==> src/rtl/core/i2cmts_pkg.sv <==
// Package for the I2C master transaction sequencer: beat types, kind codes, byte item lookup.
`default_nettype none

package i2cmts_pkg;

	localparam int HoldW = 10;
	localparam logic [HoldW-1:0] HOLD_RESET = 10'd4;

	localparam logic [2:0] KIND_WORD_WR     = 3'd0;
	localparam logic [2:0] KIND_WORD_RD     = 3'd1;
	localparam logic [2:0] KIND_BYTE_WR     = 3'd2;
	localparam logic [2:0] KIND_BYTE_RD     = 3'd3;
	localparam logic [2:0] KIND_SINGLE_WR   = 3'd4;
	localparam logic [2:0] KIND_CUR_WORD_RD = 3'd5;
	localparam logic [2:0] KIND_REPEAT_WR   = 3'd6;
	localparam logic [2:0] KIND_CUR_BYTE_RD = 3'd7;

	typedef struct packed {
		logic        mode;
		logic [2:0]  kind;
		logic [7:0]  device_address;
		logic [7:0]  address_high;
		logic [7:0]  address_low;
		logic [15:0] write_data;
		logic        sda_in;
	} cmd_t;

	typedef struct packed {
		logic        scl;
		logic        sda_drive;
		logic        sda_output_enable;
		logic        busy_res;
		logic        done_res;
		logic [15:0] read_data;
	} rsp_t;

	typedef struct packed {
		logic       valid;
		logic       rd;
		logic       restart;
		logic       last;
		logic       high;
		logic [7:0] val;
	} item_t;

	// byte item idx of a transaction of the given kind
	function automatic item_t item_at(input logic [2:0] kind, input logic [7:0] dev,
			input logic [7:0] ah, input logic [7:0] al, input logic [15:0] wd,
			input logic [2:0] idx);
		item_t      it;
		logic [7:0] dp;
		logic [7:0] lo;
		logic [7:0] hi;
		it = '0;
		it.valid = 1'b1;
		dp = dev + 8'd1;
		lo = wd[7:0];
		hi = wd[15:8];
		unique case (kind)
			KIND_WORD_WR: begin
				if (idx == 3'd0) it.val = dev;
				else if (idx == 3'd1) it.val = ah;
				else if (idx == 3'd2) it.val = al;
				else if (idx == 3'd3) it.val = lo;
				else if (idx == 3'd4) it.val = hi;
				else it.valid = 1'b0;
			end
			KIND_WORD_RD: begin
				if (idx == 3'd0) it.val = dev;
				else if (idx == 3'd1) it.val = ah;
				else if (idx == 3'd2) it.val = al;
				else if (idx == 3'd3) begin
					it.val = dp;
					it.restart = 1'b1;
				end else if (idx == 3'd4) it.rd = 1'b1;
				else if (idx == 3'd5) begin
					it.rd = 1'b1;
					it.last = 1'b1;
					it.high = 1'b1;
				end else it.valid = 1'b0;
			end
			KIND_BYTE_WR: begin
				if (idx == 3'd0) it.val = dev;
				else if (idx == 3'd1) it.val = al;
				else if (idx == 3'd2) it.val = lo;
				else it.valid = 1'b0;
			end
			KIND_BYTE_RD: begin
				if (idx == 3'd0) it.val = dev;
				else if (idx == 3'd1) it.val = al;
				else if (idx == 3'd2) begin
					it.val = dp;
					it.restart = 1'b1;
				end else if (idx == 3'd3) begin
					it.rd = 1'b1;
					it.last = 1'b1;
				end else it.valid = 1'b0;
			end
			KIND_SINGLE_WR: begin
				if (idx == 3'd0) it.val = dev;
				else if (idx == 3'd1) it.val = al;
				else it.valid = 1'b0;
			end
			KIND_CUR_WORD_RD: begin
				if (idx == 3'd0) it.val = dp;
				else if (idx == 3'd1) begin
					it.rd = 1'b1;
					it.high = 1'b1;
				end else if (idx == 3'd2) begin
					it.rd = 1'b1;
					it.last = 1'b1;
				end else it.valid = 1'b0;
			end
			KIND_REPEAT_WR: begin
				if (idx == 3'd0) it.val = dev;
				else if (idx <= 3'd4) it.val = lo;
				else it.valid = 1'b0;
			end
			KIND_CUR_BYTE_RD: begin
				if (idx == 3'd0) it.val = dev;
				else if (idx == 3'd1) begin
					it.rd = 1'b1;
					it.last = 1'b1;
				end else it.valid = 1'b0;
			end
			default: it.valid = 1'b0;
		endcase
		return it;
	endfunction

endpackage

`default_nettype wire

==> src/rtl/core/i2cmts_core.sv <==
// Bus sequencer: phase machine, hold counter, shifter and per-beat result.
`default_nettype none

module i2cmts_core (
	input  wire logic                         clk,
	input  wire logic                         arst_n,
	input  wire logic                         accept,
	input  wire i2cmts_pkg::cmd_t             beat,
	input  wire logic [i2cmts_pkg::HoldW-1:0] hold_cfg,
	output i2cmts_pkg::rsp_t                  result
);
	import i2cmts_pkg::*;

	localparam logic [3:0] PH_IDLE   = 4'd0;
	localparam logic [3:0] PH_ST0    = 4'd1;
	localparam logic [3:0] PH_ST1    = 4'd2;
	localparam logic [3:0] PH_ST2    = 4'd3;
	localparam logic [3:0] PH_ST3    = 4'd4;
	localparam logic [3:0] PH_BIT_LO = 4'd5;
	localparam logic [3:0] PH_BIT_HI = 4'd6;
	localparam logic [3:0] PH_ACK_LO = 4'd7;
	localparam logic [3:0] PH_ACK_HI = 4'd8;
	localparam logic [3:0] PH_SP0    = 4'd9;
	localparam logic [3:0] PH_SP1    = 4'd10;
	localparam logic [3:0] PH_SP2    = 4'd11;

	logic [3:0]       phase_q, phase_n;
	logic [HoldW-1:0] delay_q, delay_n, delay_inc, hold;
	logic [3:0]       bit_q, bit_n, bit_inc;
	logic [2:0]       idx_q, idx_n, idx_inc;
	logic [7:0]       shift_q, shift_n;
	logic [2:0]       kind_q, kind_n;
	logic [7:0]       dev_q, dev_n, ah_q, ah_n, al_q, al_n;
	logic [15:0]      wd_q, wd_n, rword_q, rword_n;
	logic             done_n;
	item_t            cur_it, nx_it, out_it;

	assign hold      = (hold_cfg == '0) ? HoldW'(1) : hold_cfg;
	assign delay_inc = delay_q + HoldW'(1);
	assign bit_inc   = bit_q + 4'd1;
	assign idx_inc   = idx_q + 3'd1;
	assign cur_it    = item_at(kind_q, dev_q, ah_q, al_q, wd_q, idx_q);
	assign nx_it     = item_at(kind_q, dev_q, ah_q, al_q, wd_q, idx_inc);
	assign out_it    = item_at(kind_n, dev_n, ah_n, al_n, wd_n, idx_n);

	always_comb begin
		phase_n = phase_q;
		delay_n = delay_q;
		bit_n   = bit_q;
		idx_n   = idx_q;
		shift_n = shift_q;
		kind_n  = kind_q;
		dev_n   = dev_q;
		ah_n    = ah_q;
		al_n    = al_q;
		wd_n    = wd_q;
		rword_n = rword_q;
		done_n  = 1'b0;
		if (accept) begin
			if (beat.mode) begin
				if (phase_q == PH_IDLE) begin
					kind_n  = beat.kind;
					dev_n   = beat.device_address;
					ah_n    = beat.address_high;
					al_n    = beat.address_low;
					wd_n    = beat.write_data;
					if (beat.kind == KIND_WORD_RD || beat.kind == KIND_BYTE_RD ||
							beat.kind == KIND_CUR_WORD_RD || beat.kind == KIND_CUR_BYTE_RD)
						rword_n = '0;
					phase_n = PH_ST0;
					delay_n = '0;
					bit_n   = '0;
					idx_n   = '0;
					shift_n = '0;
				end
			end else if (phase_q != PH_IDLE) begin
				if (delay_inc >= hold) begin
					delay_n = '0;
					unique case (phase_q)
						PH_ST0:    phase_n = PH_ST1;
						PH_ST1:    phase_n = PH_ST2;
						PH_ST2:    phase_n = PH_ST3;
						PH_ST3: begin
							bit_n   = '0;
							shift_n = cur_it.rd ? 8'd0 : cur_it.val;
							phase_n = PH_BIT_LO;
						end
						PH_BIT_LO: phase_n = PH_BIT_HI;
						PH_BIT_HI: begin
							shift_n = {shift_q[6:0], cur_it.rd & beat.sda_in};
							bit_n   = bit_inc;
							phase_n = (bit_inc >= 4'd8) ? PH_ACK_LO : PH_BIT_LO;
						end
						PH_ACK_LO: phase_n = PH_ACK_HI;
						PH_ACK_HI: begin
							if (cur_it.rd) begin
								if (cur_it.high) rword_n = {shift_q, rword_q[7:0]};
								else rword_n = {rword_q[15:8], shift_q};
							end
							idx_n = idx_inc;
							if (!nx_it.valid) phase_n = PH_SP0;
							else if (nx_it.restart) phase_n = PH_ST0;
							else begin
								bit_n   = '0;
								shift_n = nx_it.rd ? 8'd0 : nx_it.val;
								phase_n = PH_BIT_LO;
							end
						end
						PH_SP0:    phase_n = PH_SP1;
						PH_SP1:    phase_n = PH_SP2;
						PH_SP2: begin
							phase_n = PH_IDLE;
							done_n  = 1'b1;
						end
						default:   phase_n = PH_IDLE;
					endcase
				end else begin
					delay_n = delay_inc;
				end
			end
		end
	end

	always_comb begin
		result.scl               = 1'b1;
		result.sda_drive         = 1'b1;
		result.sda_output_enable = 1'b1;
		result.busy_res          = (phase_n != PH_IDLE);
		result.done_res          = done_n;
		result.read_data         = rword_n;
		unique case (phase_n)
			PH_ST0: begin
				result.scl = 1'b0;
				result.sda_drive = 1'b1;
			end
			PH_ST1: begin
				result.scl = 1'b1;
				result.sda_drive = 1'b1;
			end
			PH_ST2: begin
				result.scl = 1'b1;
				result.sda_drive = 1'b0;
			end
			PH_ST3: begin
				result.scl = 1'b0;
				result.sda_drive = 1'b0;
			end
			PH_BIT_LO, PH_BIT_HI: begin
				result.scl = (phase_n == PH_BIT_HI);
				if (out_it.rd) begin
					result.sda_drive = 1'b1;
					result.sda_output_enable = 1'b0;
				end else begin
					result.sda_drive = shift_n[7];
				end
			end
			PH_ACK_LO, PH_ACK_HI: begin
				result.scl = (phase_n == PH_ACK_HI);
				result.sda_drive = out_it.rd & out_it.last;
			end
			PH_SP0: begin
				result.scl = 1'b0;
				result.sda_drive = 1'b0;
			end
			PH_SP1: begin
				result.scl = 1'b1;
				result.sda_drive = 1'b0;
			end
			PH_SP2: begin
				result.scl = 1'b1;
				result.sda_drive = 1'b1;
			end
			default: begin
				result.scl = 1'b1;
				result.sda_drive = 1'b1;
			end
		endcase
	end

	always_ff @(posedge clk or negedge arst_n) begin
		if (!arst_n) begin
			phase_q <= PH_IDLE;
			delay_q <= '0;
			bit_q   <= '0;
			idx_q   <= '0;
			shift_q <= '0;
			kind_q  <= '0;
			dev_q   <= '0;
			ah_q    <= '0;
			al_q    <= '0;
			wd_q    <= '0;
			rword_q <= '0;
		end else begin
			phase_q <= phase_n;
			delay_q <= delay_n;
			bit_q   <= bit_n;
			idx_q   <= idx_n;
			shift_q <= shift_n;
			kind_q  <= kind_n;
			dev_q   <= dev_n;
			ah_q    <= ah_n;
			al_q    <= al_n;
			wd_q    <= wd_n;
			rword_q <= rword_n;
		end
	end

`ifndef SYNTH
	a_bit_range: assert property (@(posedge clk) disable iff (!arst_n)
		bit_q <= 4'd8)
		else $error("bit counter past eight");
	a_idle_delay: assert property (@(posedge clk) disable iff (!arst_n)
		phase_q == PH_IDLE |-> delay_q == '0)
		else $error("hold counter running while idle");
	a_done_idle: assert property (@(posedge clk) disable iff (!arst_n)
		done_n |=> phase_q == PH_IDLE && $past(phase_q) == PH_SP2)
		else $error("done without stop completion");
`endif

endmodule

`default_nettype wire

==> src/rtl/core/i2c_master_transaction_sequencer_top.sv <==
// Top level of the I2C master transaction sequencer: APB register, skid output stage, core.
//
//  channel | direction | handshake               | beat
//  cmd     | in        | cmd_valid / cmd_stall   | cmd_beat (i2cmts_pkg::cmd_t)
//  rsp     | out       | rsp_valid / rsp_stall   | rsp_beat (i2cmts_pkg::rsp_t)
//  apb     | in        | psel, penable, pwrite   | paddr, pwdata, prdata; pready tied high
//
// One cmd beat per cycle unless cmd_stall; its rsp beat is registered in the output stage.
// The sequencer state and result logic sit in one combinational pass ahead of that stage.
// Reset puts the bus idle (SCL and SDA high) with half_period_ticks = 4.
// A two-entry output stage (register plus skid) absorbs rsp_stall; cmd_stall is
// the registered skid-full flag.
`default_nettype none

module i2c_master_transaction_sequencer_top (
	input  wire logic              clk,
	input  wire logic              arst_n,
	input  wire logic              cmd_valid,
	output logic                   cmd_stall,
	input  wire i2cmts_pkg::cmd_t  cmd_beat,
	output logic                   rsp_valid,
	input  wire logic              rsp_stall,
	output i2cmts_pkg::rsp_t       rsp_beat,
	input  wire logic              psel,
	input  wire logic              penable,
	input  wire logic              pwrite,
	input  wire logic [2:0]        paddr,
	input  wire logic [31:0]       pwdata,
	output logic [31:0]            prdata,
	output logic                   pready
);
	import i2cmts_pkg::*;

	localparam logic REG_HALF_PERIOD = 1'b0;

	logic [HoldW-1:0] hold_q;
	logic             accept, take;
	rsp_t             core_rsp, res_q, skid_q;
	logic             res_valid_q, skid_full_q;

	assign pready = 1'b1;
	assign prdata = (paddr[2] == REG_HALF_PERIOD) ? {{(32-HoldW){1'b0}}, hold_q} : 32'd0;

	always_ff @(posedge clk or negedge arst_n) begin
		if (!arst_n) begin
			hold_q <= HOLD_RESET;
		end else if (psel && penable && pwrite && paddr[2] == REG_HALF_PERIOD) begin
			hold_q <= pwdata[HoldW-1:0];
		end
	end

	assign cmd_stall = skid_full_q;
	assign accept    = cmd_valid && !skid_full_q;
	assign take      = res_valid_q && !rsp_stall;
	assign rsp_valid = res_valid_q;
	assign rsp_beat  = res_q;

	i2cmts_core u_core (
		.clk      (clk),
		.arst_n   (arst_n),
		.accept   (accept),
		.beat     (cmd_beat),
		.hold_cfg (hold_q),
		.result   (core_rsp)
	);

	always_ff @(posedge clk or negedge arst_n) begin
		if (!arst_n) begin
			res_valid_q <= 1'b0;
			skid_full_q <= 1'b0;
		end else if (skid_full_q) begin
			if (take) skid_full_q <= 1'b0;
		end else if (accept) begin
			if (!res_valid_q || take) res_valid_q <= 1'b1;
			else skid_full_q <= 1'b1;
		end else if (take) begin
			res_valid_q <= 1'b0;
		end
	end

	always_ff @(posedge clk) begin
		if (skid_full_q) begin
			if (take) res_q <= skid_q;
		end else if (accept) begin
			if (!res_valid_q || take) res_q <= core_rsp;
			else skid_q <= core_rsp;
		end
	end

`ifndef SYNTH
	a_skid_behind_out: assert property (@(posedge clk) disable iff (!arst_n)
		skid_full_q |-> res_valid_q)
		else $error("skid entry without output entry");
	a_skid_fill: assert property (@(posedge clk) disable iff (!arst_n)
		$rose(skid_full_q) |-> $past(res_valid_q && rsp_stall && cmd_valid))
		else $error("skid filled while output was free");
	a_done_not_busy: assert property (@(posedge clk) disable iff (!arst_n)
		rsp_valid && rsp_beat.done_res |-> !rsp_beat.busy_res)
		else $error("done reported while busy");
`endif

endmodule

`default_nettype wire
==> config.mk <==
export PLATFORM = sky130hd
export DESIGN_NAME = i2c_master_transaction_sequencer_top
export DESIGN_NICKNAME = d
export VERILOG_FILES = /design/src/rtl/core/i2cmts_pkg.sv /design/src/rtl/core/i2cmts_core.sv /design/src/rtl/core/i2c_master_transaction_sequencer_top.sv
export SDC_FILE = /design/constraint.sdc
export NUM_CORES = 1
export LEC_CHECK = 0
export ABC_AREA = 1
export BUFFER_PORTS_ARGS = -buffer_cell sky130_fd_sc_hd__clkbuf_2
export CAP_MARGIN = 15
export CORE_MARGIN = 2
export CORE_UTILIZATION = 58
export DETAILED_ROUTE_END_ITERATION = 7
export PLACE_DENSITY_LB_ADDON = 0.15
export SETUP_SLACK_MARGIN = 0.15
export SKIP_LAST_GASP = 1
export SYNTH_ARGS = -nofsm -noshare
export SYNTH_HDL_FRONTEND = slang
export SYNTH_SLANG_ARGS = --single-unit
==> constraint.sdc <==
create_clock -name clk -period 3.7 [get_ports clk]
set_clock_uncertainty 0.1 [all_clocks]
set_input_delay 0.185 -clock clk [delete_from_list [all_inputs] [get_ports clk]]
set_output_delay 0.185 -clock clk [all_outputs]
set_load 0.02 [all_outputs]
-- Word level (Yosys, flattened, before mapping)
Index checks and enable logic that the tools add are counted.
- add/sub/neg operators: 4
- order comparisons: 4
- equality and inequality tests: 55
- mux-type cells: 190
- bitwise logic cells: 5
- reduce and logical (&&, ||, !) cells: 36
- operators by type and width (operator ; count):
    $mux 8 ; 51
    $mux 16 ; 9
    $pmux 8 s8 ; 2
    $mux 21 ; 4
    $mux 4 ; 20
    $mux 10 ; 6
    $mux 1 ; 55
    $eq 3x3->1 const B ; 14
    $mux 3 ; 14
    $pmux 4 s10 ; 1
    $eq 4x3->1 const B ; 8
    $eq 3x2->1 const B ; 10
    $mux 2 ; 15
    $eq 4x4->1 const B ; 7
    $pmux 8 s3 ; 1
    $eq 3x1->1 const B ; 6
    $pmux 1 s4 ; 4
    $mux 5 ; 3
    $reduce_and 3->1 ; 5
    $eq 4x2->1 const B ; 3
    $logic_not 3->1 ; 4
    $pmux 4 s3 ; 1
    $reduce_bool 4->1 ; 3
    $add 10x1->10 const B ; 1
    24 further kinds ; 47
- bits in registers: 142
- bits of input ports: 87
- output and inout port bits: 56
- word-level logic and storage cells: 321

-- Logic depth before layout (Yosys ltp)
Gate-level depths: netlist of run 1.
- depth after elaboration: 22
- depth in mapped cells: 27
- depth with buffers taken out: 27

-- Cells and area by module
From an unflattened synthesis of run 1, not the netlist that was laid out.
- cells, all modules: 1345
- area, all modules: 9884.5 sq um
- by module, submodules not included (module ; instances ; cells an instance ; area an instance (sq um)):
    i2cmts_core ; 1 ; 1130 ; 7577.3
    i2c_master_transaction_sequencer_top ; 1 ; 215 ; 2307.2

-- Worst setup path after synthesis of run 1
No wires, ideal clock.
- path type: register to register
- from: register u_core.delay_q[0]
- to: register res_q, in the netlist rsp_beat[13] (data pin)
- data arrival time: 3.062 ns
- required time: 3.348 ns
- path slack: 0.286 ns
- stages on the path, launching flop included: 23
- buffers on the path: 1
- clock period less this slack: 3.414 ns
- cells stage by stage: dfrtp_1 -> ha_1 -> nand3_1 -> nor2_1 -> inv_1 -> nor3_1 -> nand2_1 -> xor2_1 -> inv_1 -> ha_1 -> nand2_1 -> inv_1 -> a21oi_1 -> nand4_2 -> nand2_1 -> inv_1 -> nand2_1 -> clkbuf_1 -> a21oi_1 -> o21ai_0 -> o21ai_0 -> nand2_1 -> nand2_1
- RTL lines (item ; line ; source):
    from (decl) ; i2cmts_core.sv:28 ; logic [HoldW-1:0] delay_q, delay_n, delay_inc, hold;
    from (signal assigned) ; i2cmts_core.sv:195 ; delay_q <= delay_n;
    to (signal assigned) ; i2c_master_transaction_sequencer_top.sv:83 ; if (take) res_q <= skid_q;
    to (signal assigned) ; i2c_master_transaction_sequencer_top.sv:85 ; if (!res_valid_q || take) res_q <= core_rsp;
    to (decl) ; i2c_master_transaction_sequencer_top.sv:38 ; rsp_t core_rsp, res_q, skid_q;

==> key figures, run 1 <==
Synth
  – Top-area cell type share of the netlist area: 25.8%
  – Synth async-reset ratio: 70.4%
  – Register area share after synthesis: 39.1%
  – Syn Inst Count: 1372
  – Yosys Warn Count: 0
  – Avg Inst Size Synth: 7.01 um^2
  – Commonest cells post-synth: 347 x nand2_1, 180 x o21ai_0, 173 x inv_1, 119 x nor2_1, 99 x dfrtp_1
  – Synth unique cells: 49
  – Adder-Cell Fraction of Synth Area: 2.47%
  – Yosys top cell by area: dfrtp_1
  – Synth Area in XOR/XNOR: 0.637%
  – Ranking of synthesized cells by area: dfrtp_1 26%, nand2_1 14%, edfxtp_1 13%
  – Yosys reg bits: 142
  – Synth Area in Compound Gates: 20.5%
  – Synth Cell Area: 9620 um^2
  – Largest family of logic cells by synthesized area: simple AND/OR/NAND/NOR gates
  – Synth Flop Type: dfrtp_1
  – Number of synthesized flops with an enable pin: 42
  – Cell with the most instances after synthesis: nand2_1
  – Post-Synth Simple-Gate Area: 25.5%
  – Mux contribution to synthesized area: 0%

Clock network
  – TritonCTS clock tree: done
  – CTS H-tree depth: 4
  – Clk Latency, worst-skew pair: 450 ps
  – TritonCTS Sinks: 142
  – CTS clk-pin slew, worst paths: 70 ps
  – Root Driver: clkbuf_16
  – CTS Buffer Depth: 2
  – CTS buffer count: 17

Hold path
  – Hold wc startpoint: cmd_valid
  – Hold Path End: cmd_stall
  – Worst Hold Depth: 3
  – Hold Crit Class: in2reg

Worst setup path
  – Critical R2R Capture: rsp_beat[19]
  – Start point of the critical path: u_core.delay_q[0]
  – Worst EP required: 3800 ps
  – Crit-path max FO: 6
  – Worst stage delay on the critical path: 400 ps
  – R2R setup slack: 110 ps
  – Worst-case reg-to-reg path depth: 25
  – Worst Setup Start Kind: flip-flop
  – Critical path capture point type: flip-flop
  – Arr. time, crit path: 3680 ps
  – Worst r2r src: u_core.delay_q[0]
  – Worst Setup Path Type: reg2reg
  – Top Family by Delay on Critical Path: simple AND/OR/NAND/NOR gates
  – Crit path buf inv count: 4
  – CP max stage cell: dfrtp_1
  – Critical Path Most Common Cell: nand2_1

Placed design
  – PortBufs: 95
  – DP HPWL: 23600 um
  – Placer Congestion: 1.04

Die
  – Row Count: 47
  – Die area: 17600 um^2
  – IO Count: 143
  – Initial Util: 58.6%
  – Chip height: 133 um
  – Die Width: 133 um
  – Core area: 16400 um^2

Timing
  – Worst-Margin Slew: 739 ps
  – Tmin final: 3590 ps
  – Max-slew headroom: 50.7%
  – Unrepaired setup endpoints after global routing: true
  – Final-report setup violation count: 0
  – Worst hold margin: 63.1 ps
  – Slew Viols, Final: 0
  – Top achievable clock speed: 0.279 GHz
  – Period utilisation layout: 96.9%
  – Setup_tns: 0 ps
  – Final Hold Fails: 0

Drt
  – Antenna Nets Post-Route: 0
  – Starting DRT DRC Count: 1039
  – Vias: 10513
  – Pre-antenna DRT Iters: 8
  – Via density: 5.92
  – Aggregate routed wire length: 33800 um
  – # DRC: 0
  – DR WL/cell: 19.0 um

Power
  – Psw: 4.56 mW
  – Maximum VDD drop: 444 uV
  – Clock network fraction of total power: 19.0%
  – Sequential Power Share: 29.4%
  – Power per Cell Area: 776 nW/um^2
  – Leakage power: 5.65 nW
  – Sw Share: 49.5%
  – Comb power frac: 51.6%
  – Pint: 4.65 mW

GRT
  – Routing usage on met1: 49.4%
  – Grt ovf: 0
  – Largest net degree at the start of global routing: 81
  – Met3 usage: 6.28%
  – Total Routing Usage GR: 38.6%
  – First-pass GRT wire length: 52800 um
  – Initial antenna violation count: 0
  – Gr busiest metal: met2
  – Grt met2 use: 62.9%
  – Vias in the first global route: 9891

Layout
  – Final core utilization: 72.3%
  – Layout cell share with drive strength beyond 1: 17.0%
  – NumNets Final: 1650
  – ANT cells: 0
  – Syn-to-layout area delta: 23.4%

Run status
  – Outcome: complete, no violations

Run
  – Max Cap Viol: 0
[area by class of cell]
cell class / instances / area [um^2]
clock inverters: 15 / 169
repair buffers: 206 / 1500
clock buffers: 17 / 425
well taps: 220 / 275
flip-flops and latches: 142 / 3760
multi-input cells: 985 / 5010
inverters: 192 / 723
fillers: 1328 / 4540
[cell usage in the layout (no fill, tap or decap), types with 6 or more instances in the layout]
cell and count:
buf_4 53, o211ai_1 11, nand3_2 7, nand2_2 10, conb_1 23, nand4_1 19
a31oi_1 13, dfrtp_1 99, a211oi_1 10, o21ai_0 164, nor2_2 10, nor2_4 7
clkbuf_16 17, inv_1 167, nor2_1 113, clkbuf_2 94, inv_2 22, xor2_1 7
nand2_1 337, edfxtp_1 42, a21oi_1 68, o22ai_1 30, dlygate4sd3_1 54, o221ai_1 6
o21ai_1 17, nor3_1 13, nand3_1 54, a22oi_1 7, ha_1 16
[worst reg2reg max path: cells and delay by family, from the launching register on]
kind                     cells  cell delay (ps)
AO/OA/AOI/OAI                1              140
XOR/XNOR                     1              190
adder cells (fa/ha/maj)      2              450
buffers and inverters        4              300
flip-flops                   1              400
AND/OR/NAND/NOR             17             1760
[metal layers]
metal / vias up / share of wire, %
li1: 4867 / -
met1: 4872 / 39
met2: 625 / 47
met3: 149 / 8.1
met4: 0 / 6.2
met5: - / 0
[state kept, by name, summed over array words and instances, names as in the netlist]
name            flops
cmd_stall           1
hold_q             10
rsp_beat           21
rsp_valid           1
skid_q             21
u_core.ah_q         8
u_core.al_q         8
u_core.bit_q        4
u_core.delay_q     10
u_core.dev_q        8
u_core.idx_q        3
u_core.kind_q       3
u_core.phase_q      4
u_core.rword_q     16
u_core.shift_q      8
u_core.wd_q        16
[logic make-up after synthesis]
kind of cell	count (synthesis)
and+or+nand+nor	584
AOI/OAI and AO/OA	352
adders and majority gates	19
other	2
buffers and inverters	266
DFF	142
xor gates and xnor gates	7
[through the flow]
stage	total power, mW	worst slack [ps]	instance area (um^2)	instances
floorplan	5.51	286	9700	1393
global placement	6.89	131	10400	1680
detailed placement	6.96	50.9	10400	1680
CTS	8.79	160	11600	1766
global route	9.75	-111	11900	1777
finish	9.21	113	11900	1777
[worst max-delay path by stage]
stage / to / slack, ps / cells past startpoint
finish: rsp_beat[19] / 110 / 25
global placement: rsp_beat[19] / 130 / 25
CTS: rsp_beat[19] / 160 / 24
global route: rsp_beat[19] / -110 / 21
floorplan: rsp_beat[13] / 290 / 22
detailed placement: rsp_beat[19] / 50 / 25
[power groups by stage]
stage	registers (mW)	logic (mW)	clock network [mW]
2_1_floorplan	2.71	2.81	0
3_3_place_gp	2.69	4.19	0
3_5_place_dp	2.71	4.25	0
4_1_cts	2.68	4.34	1.77
5_1_grt	2.75	5.17	1.83
6_report	2.71	4.75	1.75
[what timing repair did]
action	in CTS	in global routing
hold endpoints to repair	102	0
resized for setup	10	59
hold buffers	54	0
setup endpoints to repair	22	65
pin swaps	2	16
setup buffers	0	10
No activity file was read; power rests on OpenSTA's default activity.
==> inputs of run 2 (changes only) <==
- CORE_UTILIZATION: 58 -> 30
==> key figures, run 2 (synthesis results as in run 1) <==
Die
  – Initial Util: 30.5%
  – Die area: 33500 um^2
  – Core area: 31600 um^2
  – IO Count: 143
  – Chip height: 183 um
  – Row Count: 65
  – Die Width: 183 um

Clock network
  – TritonCTS clock tree: done
  – Root Driver: clkbuf_16
  – TritonCTS Sinks: 142
  – CTS H-tree depth: 4
  – CTS clk-pin slew, worst paths: 70 ps
  – CTS buffer count: 17
  – Clk Latency, worst-skew pair: 460 ps
  – CTS Buffer Depth: 2

Power
  – Leakage power: 6.01 nW
  – Power per Cell Area: 752 nW/um^2
  – Maximum VDD drop: 466 uV

Layout
  – Reg area: 3770 um^2
  – Area of the multi-input gates: 5160 um^2
  – Filler cells: 3387
  – Leading cell type in the layout, fill and taps excluded: nand2_1
  – ANT cells: 0
  – Syn-to-layout area delta: 31.3%
  – NumNets Final: 1704
  – Layout cell share with drive strength beyond 1: 21.6%
  – Most frequent cells in the layout: 325 x nand2_1, 165 x inv_1, 158 x o21ai_0
  – Final core utilization: 40.0%

Timing
  – Final Hold Fails: 0
  – Period utilisation layout: 96.7%
  – Final-report setup violation count: 0
  – Slew Viols, Final: 0
  – Worst-Margin Slew: 824 ps
  – Top achievable clock speed: 0.279 GHz
  – Unrepaired setup endpoints after global routing: true
  – Tmin final: 3580 ps
  – Setup WS post-layout: 120 ps
  – Max-slew headroom: 45.1%

Worst setup path
  – Worst stage delay on the critical path: 440 ps
  – Worst EP required: 3810 ps
  – Arr. time, crit path: 3690 ps
  – Worst-path cell chain: nand3_2, nor2_2, buf_6, nand4_1, nor3_2, xor2_1, inv_1, ha_4, nand2_4, nor2_4, nand3_2, nand4_4, nand2_4, inv_2, buf_4, nand2_4, clkbuf_16, o21ai_0, o21ai_1, nand2_1, nand2_1
  – Critical Path Most Common Cell: nand2_4
  – Critical path capture point type: flip-flop
  – Worst Setup Start Kind: flip-flop
  – CP max stage cell: dfrtp_1
  – Worst Setup Path Type: reg2reg
  – Crit-path max FO: 8

Placed design
  – PortBufs: 95
  – DP HPWL: 25700 um
  – Placer Congestion: 1.02
  – Setup slack at placement: -222 ps

Drt
  – Via density: 4.93
  – Antenna Nets Post-Route: 0
  – Starting DRT DRC Count: 827
  – DR WL/cell: 17.4 um
  – Aggregate routed wire length: 35000 um
  – Vias: 9924
  – Pre-antenna DRT Iters: 6
  – # DRC: 0

GRT
  – Total Routing Usage GR: 21.2%
  – Largest net degree at the start of global routing: 70
  – Grt ovf: 0
  – First-pass GRT wire length: 54400 um
  – Vias in the first global route: 9414
  – Initial antenna violation count: 0

Hold path
  – Hold Crit Class: in2reg

Run
  – Max Cap Viol: 0

Run status
  – Outcome: complete, no violations
-- run 2: cell count changes in the layout (fill, tap and decap cells not counted), sizes merged --
cell | before | now
buf | 58 | 112
clkinvlp | 4 | 0
inv | 198 | 201
bufinv | 0 | 1
clkbuf | 111 | 112
dlygate4sd3 | 54 | 53
-- run 2: stage by stage --
stage	hold slack [ps]	instances	total power [mW]	area (um^2)	TNS, ps
finish	22.9	2013	9.50	12600	0
global route	37.8	2013	10.2	12600	-466
CTS	14.7	1996	9.25	12300	0
detailed placement	243	1900	7.22	10900	-4950
global placement	248	1900	7.27	10900	-1080
floorplan	-211	1393	5.51	9700	0
-- run 2: worst max-delay path: cells and delay by family (launching register included) --
family / cells / cell delay [ps]
DFF: 1 / 440
adders and majority gates: 1 / 290
and+or+nand+nor: 12 / 1360
xor gates and xnor gates: 1 / 230
AOI/OAI and AO/OA: 2 / 310
buffers and inverters: 5 / 630
-- run 2: path summary, 6_finish.rpt --
| kind | from | to | slack [ps] | depth (start not counted) |
|---|---|---|---|---|
| min in group asynchronous | arst_n | u_core.delay_q[6] | 280 | 2 |
| hold / removal | cmd_beat[43] | u_core.kind_q[2] | 20 | 4 |
| max in group asynchronous | arst_n | u_core.wd_q[13] | 2390 | 3 |
| setup reg to reg | u_core.delay_q[1] | rsp_beat[15] | 120 | 21 |
| hold reg to reg | skid_q[5] | rsp_beat[5] | 410 | 2 |
| setup / recovery | u_core.delay_q[1] | rsp_beat[15] | 120 | 21 |
-- run 2: cell type report --
class                   count  share of cell area [%]
repair buffers            260                    14.9
clock buffers              17                    3.37
well taps                 402                    3.98
multi-input cells         985                    40.8
clock inverters            15                    1.32
flip-flops and latches    142                    29.8
inverters                 192                    5.76
-- run 2: timing repair --
action | CTS | global route
cloned | 0 | 1
pin swaps | 15 | 45
gates resized for setup | 41 | 72
hold endpoints to repair | 108 | 0
endpoints found under the setup margin | 59 | 65
hold buffers | 53 | 0
setup buffers | 11 | 16
-- run 2: power breakdown --
part	total [mW]	internal, mW	switching (mW)
Combinational	5.02	1.68	3.34
Clock	1.78	0.963	0.819
Sequential	2.70	2.27	0.430
-- run 2: per-layer routing --
metal  vias to the layer above  GRT usage (%)  wire length [um]
li1                       4988              -                 -
met1                      4551           30.1             16600
met2                       329           32.1             15400
met3                        56           3.83              1840
met4                         0           7.97              1110
met5                         -              0                 0
